File: src/rtl/brws_pkg.sv
// Package for the byte ring buffer with spans.
// Holds the operation codes, the status struct and small arithmetic helpers.
// No dependencies.
package brws_pkg;

   localparam int CW          = 11;   // width of counts, capacity and positions
   localparam int POS_W       = 10;   // width of the reported positions
   localparam int OP_W        = 3;
   localparam int DATA_W      = 8;
   localparam int DEPTH_DEF   = 1024;
   localparam int CAP_DEFAULT = 1024;

   typedef enum logic [OP_W-1:0] {
      OP_WRITE   = 3'd0,
      OP_READ    = 3'd1,
      OP_COMMIT  = 3'd2,
      OP_DISCARD = 3'd3,
      OP_CLEAR   = 3'd4
   } op_type;

   typedef struct packed {
      logic [CW-1:0]    readable;
      logic [CW-1:0]    writable;
      logic [CW-1:0]    read_span;
      logic [CW-1:0]    write_span;
      logic [POS_W-1:0] read_position;
      logic [POS_W-1:0] write_position;
   } status_type;

   // Adds two positions or counts and wraps once at the capacity.
   function automatic logic [CW-1:0] wrap_add(input logic [CW-1:0] a,
                                               input logic [CW-1:0] b,
                                               input logic [CW-1:0] cap);
      logic [CW:0] sum;
      sum = {1'b0, a} + {1'b0, b};
      if (sum >= {1'b0, cap}) begin
         sum = sum - {1'b0, cap};
      end
      return sum[CW-1:0];
   endfunction

   function automatic logic [CW-1:0] min_cw(input logic [CW-1:0] a,
                                             input logic [CW-1:0] b);
      return (a < b) ? a : b;
   endfunction

endpackage

File: src/rtl/brws_ctrl.sv
// Control of the ring buffer: capacity, tail, head and fill registers,
// the per-item update, the result register and the status reported with it.
// Depends on brws_pkg.
module brws_ctrl
   import brws_pkg::*;
#(
   parameter int DEPTH = DEPTH_DEF
) (
   input  logic                clock,
   input  logic                reset,
   input  logic                csr_wr_en,
   input  logic [CW-1:0]       csr_wr_data,
   input  logic                req_valid,
   output logic                req_stall,
   input  logic [OP_W-1:0]     req_op,
   input  logic [CW-1:0]       req_count,
   output logic                rsp_valid,
   input  logic                rsp_stall,
   output logic                mem_wr_en,
   output logic                mem_rd_en,
   output logic [CW-1:0]       head_pos,
   output logic [CW-1:0]       tail_pos,
   output logic                rd_sel,
   output logic [CW-1:0]       done_res,
   output status_type          status
);

   localparam logic [CW-1:0] CAP_RESET =
      CW'((DEPTH < CAP_DEFAULT) ? DEPTH : CAP_DEFAULT);

   logic [CW-1:0] cap_ff, cap_in;
   logic [CW-1:0] tail_ff, tail_in;
   logic [CW-1:0] head_ff, head_in;
   logic [CW-1:0] fill_ff, fill_in;
   logic [CW-1:0] done_ff, done_in;
   logic          rd_sel_ff, rd_sel_in;
   logic          rsp_valid_ff, rsp_valid_in;

   logic          accept;
   logic [CW-1:0] room;
   logic [CW-1:0] amount;
   op_type        op;

   assign req_stall = rsp_valid_ff && rsp_stall;
   assign accept    = req_valid && !req_stall;
   assign op        = op_type'(req_op);
   assign room      = cap_ff - fill_ff;

   // Saturates a written capacity into the range one to DEPTH.
   always_comb begin
      if (csr_wr_data == '0) begin
         cap_in = CW'(1);
      end else if (32'(csr_wr_data) > DEPTH) begin
         cap_in = CW'(DEPTH);
      end else begin
         cap_in = csr_wr_data;
      end
   end

   always_comb begin
      tail_in   = tail_ff;
      head_in   = head_ff;
      fill_in   = fill_ff;
      done_in   = '0;
      rd_sel_in = 1'b0;
      mem_wr_en = 1'b0;
      mem_rd_en = 1'b0;
      amount    = '0;
      unique case (op)
         OP_WRITE: begin
            if (fill_ff != cap_ff) begin
               mem_wr_en = 1'b1;
               head_in   = wrap_add(head_ff, CW'(1), cap_ff);
               fill_in   = fill_ff + CW'(1);
               done_in   = CW'(1);
            end
         end
         OP_READ: begin
            if (fill_ff != '0) begin
               mem_rd_en = 1'b1;
               rd_sel_in = 1'b1;
               tail_in   = wrap_add(tail_ff, CW'(1), cap_ff);
               fill_in   = fill_ff - CW'(1);
               done_in   = CW'(1);
            end
         end
         OP_COMMIT: begin
            amount  = min_cw(req_count, room);
            head_in = wrap_add(head_ff, amount, cap_ff);
            fill_in = fill_ff + amount;
            done_in = amount;
         end
         OP_DISCARD: begin
            amount  = min_cw(req_count, fill_ff);
            tail_in = wrap_add(tail_ff, amount, cap_ff);
            fill_in = fill_ff - amount;
            done_in = amount;
         end
         OP_CLEAR: begin
            tail_in = '0;
            head_in = '0;
            fill_in = '0;
         end
         default: begin
         end
      endcase
      if (!accept) begin
         mem_wr_en = 1'b0;
         mem_rd_en = 1'b0;
      end
   end

   always_comb begin
      rsp_valid_in = rsp_valid_ff;
      if (accept) begin
         rsp_valid_in = 1'b1;
      end else if (rsp_valid_ff && !rsp_stall) begin
         rsp_valid_in = 1'b0;
      end
   end

   always_ff @(posedge clock) begin
      if (reset) begin
         cap_ff       <= CAP_RESET;
         tail_ff      <= '0;
         head_ff      <= '0;
         fill_ff      <= '0;
         rsp_valid_ff <= 1'b0;
      end else begin
         rsp_valid_ff <= rsp_valid_in;
         if (csr_wr_en) begin
            cap_ff  <= cap_in;
            tail_ff <= '0;
            head_ff <= '0;
            fill_ff <= '0;
         end else if (accept) begin
            tail_ff <= tail_in;
            head_ff <= head_in;
            fill_ff <= fill_in;
         end
      end
   end

   always_ff @(posedge clock) begin
      if (accept) begin
         done_ff   <= done_in;
         rd_sel_ff <= rd_sel_in;
      end
   end

   // The state registers hold the state after the item in the result register
   // unless the capacity is written meanwhile, so the status is derived from them.
   assign status.readable       = fill_ff;
   assign status.writable       = room;
   assign status.read_span      = min_cw(fill_ff, cap_ff - tail_ff);
   assign status.write_span     = min_cw(room, cap_ff - head_ff);
   assign status.read_position  = tail_ff[POS_W-1:0];
   assign status.write_position = head_ff[POS_W-1:0];

   assign rsp_valid = rsp_valid_ff;
   assign head_pos  = head_ff;
   assign tail_pos  = tail_ff;
   assign rd_sel    = rd_sel_ff;
   assign done_res  = done_ff;

   a_fill_bound: assert property (@(posedge clock) disable iff (reset)
      fill_ff <= cap_ff)
      else $error("fill exceeds capacity");

   a_tail_bound: assert property (@(posedge clock) disable iff (reset)
      tail_ff < cap_ff)
      else $error("tail beyond capacity");

   a_head_track: assert property (@(posedge clock) disable iff (reset)
      head_ff == wrap_add(tail_ff, fill_ff, cap_ff))
      else $error("head out of step with tail and fill");

   a_no_write_full: assert property (@(posedge clock) disable iff (reset)
      mem_wr_en |-> (fill_ff != cap_ff) && accept)
      else $error("store written while full");

   a_read_result: assert property (@(posedge clock) disable iff (reset)
      mem_rd_en |=> rsp_valid_ff && rd_sel_ff)
      else $error("store read without a read result");

endmodule

File: config.mk
export PLATFORM = sky130hd
export DESIGN_NAME = brws_ctrl
export DESIGN_NICKNAME = d
export VERILOG_FILES = /design/src/rtl/brws_pkg.sv /design/src/rtl/brws_ctrl.sv
export SDC_FILE = /design/constraint.sdc
export NUM_CORES = 1
export LEC_CHECK = 0
export ABC_AREA = 0
export BUFFER_PORTS_ARGS = -buffer_cell sky130_fd_sc_hd__buf_4
export CAP_MARGIN = 40
export CORE_MARGIN = 2
export CORE_UTILIZATION = 61
export DETAILED_ROUTE_END_ITERATION = 10
export GPL_TIMING_DRIVEN = 0
export PLACE_DENSITY = 0.85
export SLEW_MARGIN = 5
export SYNTH_ARGS = -nofsm -noshare
export SYNTH_HDL_FRONTEND = slang
export SYNTH_SLANG_ARGS = --single-unit
File: constraint.sdc
create_clock -name clock -period 9.76 [get_ports clock]
set_input_delay 0.488 -clock clock [delete_from_list [all_inputs] [get_ports clock]]
set_output_delay 0.488 -clock clock [all_outputs]
set_load 0.01 [all_outputs]
* Word-level counts from Yosys, hierarchy flattened
Index checks and enable logic that the tools add are counted.
Word-level totals: register bits 57, logic and storage cells 82, output and inout port bits 102, bits of input ports 30
Cells by class: mux-type cells 28, order comparisons 9, $add $sub $neg 15, reduce and logical (&&, ||, !) cells 16, equal/unequal tests 7
Operators with widths (number):
- 2-to-1 mux 11 bit | 14
- subtractor 11 bit | 8
- case mux 11 bit (3 select lines) | 2
- case mux 11 bit (5 select lines) | 1
- greater-or-equal comparator 12 x 11 -> 1 bit | 4
- less-than comparator 11 bit | 4
- case mux 11 bit (4 select lines) | 1
- adder 11 x 1 -> 12 bit, second input constant | 2
- adder 11 x 11 -> 12 bit | 2
- adder 11 x 1 -> 11 bit, second input constant | 1
- adder 11 bit | 1
- > comparator 11 bit, second input constant | 1
- logical NOT 11 bit | 1
- != test 11 bit | 1
- nonzero test 11 bit | 1
- subtractor 11 x 1 -> 11 bit, second input constant | 1
- 2-to-1 mux 1 bit | 10
- equality test 3 x 2 -> 1 bit, second input constant | 2
- AND reduction 3 bit | 2
- nonzero test 3 bit | 2
- nonzero test 5 bit | 1
- != test 2 bit, second input constant | 2
- AND reduction 4 bit | 1
- equality test 3 x 1 -> 1 bit, second input constant | 1
- other kinds (6) | 9

* Logic depth before layout (Yosys ltp)
Gate-level depths: netlist (run 1).
depth after elaboration 7, mapped depth 39, depth with buffers taken out 39

* Worst setup path before layout (run 1)
No wires, ideal clock.
path kind reg2reg, from reg fill_ff[0], to reg head_ff[2], in the netlist head_pos[2], cell stages (with the launch flop) 36, arrival 6.935 ns, clock period less this slack 7.068 ns, data required time 9.628 ns, setup time 0.132 ns, buffers on the path 1, slack 2.692 ns, cell sequence dfxtp_1 ha_1 inv_1 fa_1 a21o_2 a21oi_1 xnor2_1 inv_1 ha_1 nand2_1 a21oi_1 a211o_1 o2111ai_1 a211oi_1 a2111o_1 nand2_2 mux2i_1 inv_1 ha_1 a21o_1 a21oi_1 o21ai_1 a21o_1 a21o_1 a21o_1 a21o_1 xor2_1 ha_1 nand4_1 nor3_1 nor3b_1 a21oi_1 clkbuf_1 nor3_1 a311oi_1 a21oi_1
RTL lines:
- from (decl) | RTL line brws_ctrl.sv:34 | logic [CW-1:0] fill_ff, fill_in;
- from (signal assigned) | RTL line brws_ctrl.sv:139 | fill_ff <= fill_in;
- to (signal assigned) | RTL line brws_ctrl.sv:138 | head_ff <= head_in;
- to (decl) | RTL line brws_ctrl.sv:33 | logic [CW-1:0] head_ff, head_in;

* Worst setup path after layout (run 1)
from reg cap_ff[0], to reg head_ff[6], in the netlist head_pos[6]
On the way: word-level cells in the longest chain between the ends 7, elaborated cells between the ends (all ways) 15, classes of those cells 4 x add/sub; 3 x order compare; 2 x eq/ne; 5 x mux; 1 x reduce/logical
RTL lines:
- from (decl) | RTL line brws_ctrl.sv:31 | logic [CW-1:0] cap_ff, cap_in;
- from (signal assigned) | RTL line brws_ctrl.sv:132 | cap_ff <= cap_in;
- subtractor 11 bit | RTL line brws_ctrl.sv:47 | assign room = cap_ff - fill_ff;
- less-than comparator 11 bit | RTL line brws_pkg.sv:44 | return (a < b) ? a : b;
- 2-to-1 mux 11 bit | RTL line brws_pkg.sv:44
- adder 11 x 11 -> 12 bit | RTL line brws_pkg.sv:35 | sum = {1'b0, a} + {1'b0, b};
- subtractor 11 bit / greater-or-equal comparator 12 x 11 -> 1 bit (equally long branches) | RTL line brws_pkg.sv:37, brws_pkg.sv:36
- 2-to-1 mux 11 bit | RTL line brws_pkg.sv:36 | if (sum >= {1'b0, cap}) begin
- case mux 11 bit (3 select lines) | RTL line brws_ctrl.sv:69 | unique case (op)
Parallel ways exist; a longest one is shown, timed or not. The select of a mux whose other input is x is not followed. A chain may end at the register's enable or synchronous reset.

==> reports/metrics.cfg, run 1 <==
[floorplanning]
initial_core_util_pct=62.13
die_area_um2=17890
std_cell_rows=47
die_x_um=133.7
ioPinCount=132
floorplan.die.height_um=133.7
floorplan.core_area_um2=16520

[global_route]
groute.usage.overall_pct=38.69
grt_pass1_vias=10390
grt_overflow_total=0
maximum_number_of_pins_on_one_net_before_global_route_repair=13
global_route_wire_length_before_repair_mm=54.79
grt_antenna_before_repair=1

[clock_network]
clk_transition_reported_paths_ns=0.06
htree_levels=3
cts_hold_repair.buffers=0
clk_path_buf_depth=2
clk-insertion-delay-late_ns=0.35
tritoncts=done
post-cts-setup-buffers=0
tritoncts_num_sinks=57
tritoncts.num_buffers=9
postCtsResizedCells=0
buffer_type_at_the_clock_tree_root=sky130_fd_sc_hd__clkbuf_16

[synthesis]
ys_seq_area_share_pct=12.28
synth_area_leaders=sky130_fd_sc_hd__ha_1 17%, sky130_fd_sc_hd__dfxtp_1 8.8%, sky130_fd_sc_hd__inv_1 5.1%
synth_top_flop_cell=sky130_fd_sc_hd__dfxtp_1
synthesis.yosys.warnings=0
yosys_register_bits=57
synth.lib_cells_used.distinct=90
synth_fp_nets=1570
synth.cell_area_um2=10270
synth_edf_count=12
netlist_instances=1387
synth_async_sr_flop_share_pct=0
netlist.top_cell.by_area=sky130_fd_sc_hd__ha_1
yosys_top_cell_area_share_pct=17.43
syn_avg_cell_area_um2=7.403

[critical_path]
critPathCaptureType=flop
worstPathArrival_ns=8.70
critical_path.startpoint_type=flop
cpMaxStageDelayCell=sky130_fd_sc_hd__xnor2_1
worst_path_most_repeated_cell=sky130_fd_sc_hd__a21o_1
required_time_of_the_critical_path_ns=9.97
max_stage_delay_ns=0.64
crit_type=flop to flop
timing.critical_path.fanout_max=10

[pwr]
vdd.ir_drop.worst_v=0.0001161
cellPowerDensity_nw_per_um2=165.2
leakagePower_nw=5.521
design_power_mw=1.961

[placement]
placement.cell_area_um2=11530
dp_hpwl_mm=27.43
gpl_wtd_cong=1.008
place.port_buffers=128

[timing]
hold_violations=0
max_slew_margin_pct=42.91
clock.fmax_mhz=117.8
clock_skew_ns=0.01382
slew_viol_final=0
grt_setup_unrepaired=false
finalSetupViolCount=0
tightest_slew_ns=0.8485
final_period_demand_of_the_worst_path_ns=8.487
final_total_negative_setup_slack_ns=0
fin_crit_sh_pct=86.96

[detailed_routing]
drc_errors=0
post_drt_via_cell_ratio=6.504
routed_wl_mm=35.15
route.antenna.remaining_nets=0
detailedRoute.firstPassIterationCount=8
initialDrtViolationCount=1389
post_drt_wl_per_cell_um=20.03
routed-via-count=11420

[finish]
nNetsFinal=1712
sequential_cell_area_in_the_final_layout_um2=1261
layout_common_cells=150 x sky130_fd_sc_hd__buf_4, 143 x sky130_fd_sc_hd__ha_1, 140 x sky130_fd_sc_hd__inv_1
post-route-util_pct=71.81
multi_input_area_um2=8128
finalInstanceArea_um2=11870
area_delta_synth_final_pct=15.57
commonest_non_fill_non_tap_cell_in_the_layout=sky130_fd_sc_hd__buf_4
final.fill_count=1318
final_layout_size_suffix_gt1_share_pct=13.30

[flow_run]
maxCapViolCount=0

[hold_path]
min-delay-path-class=primary input to flop

[outcome]
outcome=complete, no violations

[synthesized netlist by cell type (7+ instances only)]
library cell,instances
sky130_fd_sc_hd__mux2_2,11
sky130_fd_sc_hd__nand2b_1,14
sky130_fd_sc_hd__a31oi_1,22
sky130_fd_sc_hd__nor4_1,16
sky130_fd_sc_hd__a211oi_1,14
sky130_fd_sc_hd__clkbuf_1,39
sky130_fd_sc_hd__o31ai_1,8
sky130_fd_sc_hd__o21bai_1,9
sky130_fd_sc_hd__nand3_1,36
sky130_fd_sc_hd__a221oi_1,7
sky130_fd_sc_hd__nor2b_1,26
sky130_fd_sc_hd__mux2i_1,42
sky130_fd_sc_hd__fa_1,10
sky130_fd_sc_hd__inv_1,140
sky130_fd_sc_hd__nor3b_1,11
sky130_fd_sc_hd__a21o_1,36
sky130_fd_sc_hd__ha_1,143
sky130_fd_sc_hd__nand4_1,13
sky130_fd_sc_hd__a311oi_1,9
sky130_fd_sc_hd__buf_4,20
sky130_fd_sc_hd__a21oi_1,78
sky130_fd_sc_hd__nor3_1,39
sky130_fd_sc_hd__nor2_1,100
sky130_fd_sc_hd__o211ai_1,13
sky130_fd_sc_hd__a21boi_0,26
sky130_fd_sc_hd__xnor2_1,54
sky130_fd_sc_hd__edfxtp_1,12
sky130_fd_sc_hd__o21a_1,18
sky130_fd_sc_hd__xor2_1,23
sky130_fd_sc_hd__dfxtp_1,45
sky130_fd_sc_hd__and3_1,9
sky130_fd_sc_hd__a22oi_1,9
sky130_fd_sc_hd__nand2_1,114
sky130_fd_sc_hd__or3_1,13
sky130_fd_sc_hd__o21ai_0,97
[flip-flops by register name, indices dropped and copies added, names as in the netlist]
signal	cells
cap_ff	11
done_res	11
tail_pos	11
rsp_valid	1
rd_sel	1
head_pos	11
fill_ff	11
[metal layers]
metal | track usage [%] | up-vias | share of wire (%)
met5 | 0 | - | 0
met3 | 7.230 | 152 | 11
li1 | - | 5305 | -
met2 | 59.69 | 734 | 43
met4 | 19.80 | 0 | 5.7
met1 | 51.56 | 5224 | 40
[critical path, delay by kind of cell, from the launching register on]
kind / cells / cell delay, ns
AOI/OAI and AO/OA: 15 / 3.33
xor gates and xnor gates: 2 / 0.83
adders and majority gates: 5 / 1.67
buffers and inverters: 5 / 0.94
DFF: 1 / 0.38
muxes: 1 / 0.48
and+or+nand+nor: 5 / 0.69
[cell families (layout without fill, tap and decap cells)]
group                    after synthesis  in the layout  share of synthesized area, %
adder cells (fa/ha/maj)              155            155                         19.57
multiplexers                          57             57                         6.032
other                                  0              1                             0
AND/OR/NAND/NOR                      426            426                         20.45
XOR/XNOR                              77             77                         6.568
flip-flops                            57             57                         12.28
AO/OA/AOI/OAI                        408            408                         26.54
buffers and inverters                207            354                         8.555
[layout make-up]
class	instances	area share [%]
well taps	220	2.320
inverters	141	4.460
multi-input cells	1123	68.49
repair buffers	131	8.351
clock buffers	11	2.140
plain buffers	66	2.942
clock inverters	5	0.6432
flip-flops and latches	57	10.63
diodes	1	0.02109
[stage by stage]
step / setup WS [ns] / hold WS [ns] / instances
final: 1.273 / 0.3606 / 1755
after global routing: 0.7787 / 0.3686 / 1754
after CTS: 1.477 / 0.3578 / 1754
after detailed placement: 1.552 / 0.6017 / 1738
after global placement: 1.601 / 0.6031 / 1735
after floorplan: 2.692 / 0.4942 / 1387
[worst paths after layout]
check	slack [ns]	end	from	cells past startpoint
worst max register to register	1.27	head_pos[6]	cap_ff[0]	33
worst min-delay path	0.36	cap_ff[5]	csr_wr_data[5]	3
worst min register to register	0.62	fill_ff[1]	fill_ff[1]	2
worst max-delay path	1.27	head_pos[6]	cap_ff[0]	33
[report_power, final]
part           leakage (nW)  internal [mW]  switching [mW]  total, mW
logic                  4.87          0.537           0.787       1.32
clock network         0.160          0.238           0.126      0.363
registers             0.487          0.253          0.0211      0.274
total                  5.52           1.03           0.934       1.96
Note: power is estimated with default switching activity, not from simulation.
==> inputs of run 2 (changes only) <==
- GPL_TIMING_DRIVEN: 0 -> not set
==> reports/metrics.cfg, run 2 (synthesis gave the netlist of run 1 again) <==
[outcome]
outcome=complete, no violations  ; unchanged

[detailed_routing]
post_drt_via_cell_ratio=6.464  ; was 6.504
routed_wl_mm=34.24  ; was 35.15 mm
routed-via-count=11000  ; was 11.42k
detailedRoute.firstPassIterationCount=6  ; was 8
post_drt_wl_per_cell_um=20.12  ; was 20.03 µm
route.antenna.remaining_nets=0  ; unchanged
drc_errors=0  ; unchanged
initialDrtViolationCount=1424  ; was 1389

[critical_path]
worst-r2r-setup-slack_ns=1.82  ; was 1.27 ns
critical_path.startpoint_type=flop  ; unchanged
worstPathArrival_ns=8.17  ; was 8.70 ns
reg2reg_from=cap_ff[0]  ; unchanged
crit_end=head_pos[5]  ; was head_pos[6]
critPathCaptureType=flop  ; unchanged
worstReg2RegEnd=head_pos[5]  ; was head_pos[6]
timing.critical_path.fanout_max=12  ; was 10
max_stage_delay_ns=0.64  ; about the same
worst-r2r-cell-count=36  ; was 33
cpMaxStageDelayCell=sky130_fd_sc_hd__xnor2_1  ; unchanged
worst_setup_path_startpoint=cap_ff[0]  ; unchanged
crit_type=flop to flop  ; unchanged
required_time_of_the_critical_path_ns=9.99  ; was 9.97 ns

[floorplanning]
initial_core_util_pct=62.13  ; unchanged
std_cell_rows=47  ; unchanged
die_area_um2=17890  ; unchanged
floorplan.core_area_um2=16520  ; unchanged
ioPinCount=132  ; unchanged
die_x_um=133.7  ; unchanged
floorplan.die.height_um=133.7  ; unchanged

[clock_network]
cts_hold_repair.buffers=0  ; unchanged
clk_transition_reported_paths_ns=0.06  ; about the same
clk-insertion-delay-late_ns=0.35  ; about the same
clk_path_buf_depth=2  ; unchanged
tritoncts.num_buffers=9  ; unchanged
tritoncts_num_sinks=57  ; unchanged
buffer_type_at_the_clock_tree_root=sky130_fd_sc_hd__clkbuf_16  ; unchanged
tritoncts=done  ; unchanged
htree_levels=3  ; unchanged
postCtsResizedCells=0  ; unchanged
post-cts-setup-buffers=0  ; unchanged

[timing]
slew_viol_final=0  ; unchanged
hold_violations=0  ; unchanged
tightest_slew_ns=0.8000  ; was 0.8485 ns
finalHoldWorstSlack_ns=0.3596  ; was 0.3606 ns
final_period_demand_of_the_worst_path_ns=7.937  ; was 8.487 ns
clock_skew_ns=0.008182  ; was 0.01382 ns
max_slew_margin_pct=46.18  ; was 42.91%
fin_crit_sh_pct=81.32  ; was 86.96%
final_total_negative_setup_slack_ns=0  ; unchanged
finalSetupViolCount=0  ; unchanged
clock.fmax_mhz=126.0  ; was 117.8 MHz
grt_setup_unrepaired=false  ; unchanged

[hold_path]
min-delay-start=req_valid  ; was csr_wr_data[5]
min-delay-path-class=primary input to flop  ; unchanged

[placement]
dp_hpwl_mm=26.23  ; was 27.43 mm
place.port_buffers=131  ; was 128
gpl_wtd_cong=0.9909  ; was 1.008

[pwr]
design_power_mw=1.922  ; was 1.961 mW
leakagePower_nw=5.407  ; was 5.521 nW
cellPowerDensity_nw_per_um2=165.5  ; was 165.2 nW/µm²
vdd.ir_drop.worst_v=0.0001119  ; was 0.0001161 V

[global_route]
global_route_wire_length_before_repair_mm=54.05  ; was 54.79 mm
grt_antenna_before_repair=1  ; unchanged
maximum_number_of_pins_on_one_net_before_global_route_repair=27  ; was 13
grt_pass1_vias=10080  ; was 10.39k
groute.usage.overall_pct=38.24  ; was 38.69%
grt_overflow_total=0  ; unchanged

[finish]
final_layout_size_suffix_gt1_share_pct=13.23  ; was 13.30%
multi_input_area_um2=8135  ; was 8128 µm²
final.fill_count=1362  ; was 1318
area_delta_synth_final_pct=13.14  ; was 15.57%
nNetsFinal=1659  ; was 1712
layout_common_cells=143 x sky130_fd_sc_hd__ha_1, 142 x sky130_fd_sc_hd__buf_4, 140 x sky130_fd_sc_hd__inv_1  ; was 150 x sky130_fd_sc_hd__buf_4, 143 x sky130_fd_sc_hd__ha_1, 140 x sky130_fd_sc_hd__inv_1
sequential_cell_area_in_the_final_layout_um2=1261  ; unchanged
commonest_non_fill_non_tap_cell_in_the_layout=sky130_fd_sc_hd__ha_1  ; was sky130_fd_sc_hd__buf_4

[flow_run]
maxCapViolCount=0  ; unchanged

run 2: cell type report:
type / count / share of cell area (%)
Multi-Input combinational cell: 1123 / 70.03
Sequential cell: 57 / 10.86
Timing Repair Buffer: 144 / 9.403
Inverter: 141 / 4.556
Clock buffer: 14 / 2.456
Tap cell: 220 / 2.370
Clock inverter: 2 / 0.3016
Antenna cell: 1 / 0.02154
run 2: worst min-delay path by stage:
stage / depth (start not counted) / slack, ns / end
after floorplan: 2 / 0.49 / cap_ff[7]
after global placement: 2 / 0.58 / fill_ff[3]
after detailed placement: 2 / 0.60 / fill_ff[3]
after CTS: 3 / 0.35 / cap_ff[5]
after global routing: 3 / 0.37 / cap_ff[5]
final: 3 / 0.36 / rsp_valid
run 2: per-stage QoR:
stage / worst slack (ns) / instances / area, µm² / utilization, %
2_1_floorplan: 2.692 / 1387 / 10270 / -
3_3_place_gp: 2.265 / 1681 / 11250 / 68.09
3_5_place_dp: 2.012 / 1685 / 11290 / 68.34
4_1_cts: 1.998 / 1701 / 11610 / 70.28
5_1_grt: 1.265 / 1701 / 11610 / 70.28
6_report: 1.823 / 1702 / 11620 / 70.30
run 2: critical path, delay by kind of cell (launching register included):
family	cells	cell delay [ns]
AO/OA/AOI/OAI	17	3.12
XOR/XNOR	2	0.83
adder cells (fa/ha/maj)	5	1.41
buffers and inverters	5	0.59
flip-flops	1	0.45
multiplexers	1	0.42
AND/OR/NAND/NOR	6	0.99
run 2: where the power goes:
part           total, mW  leakage, nW  switching (mW)  internal (mW)
logic               1.30         4.76           0.768          0.527
clock network      0.354        0.158           0.127          0.227
registers          0.272        0.487          0.0197          0.253
run 2: layer usage:
layer	vias up	part of all wire, %	routed length [µm]	global-route usage [%]
li1	5187	-	-	-
met1	4968	42	14320	53.00
met2	723	42	14410	56.61
met3	123	11	3764	7.078
met4	0	5.1	1738	19.33
met5	-	0	0	0
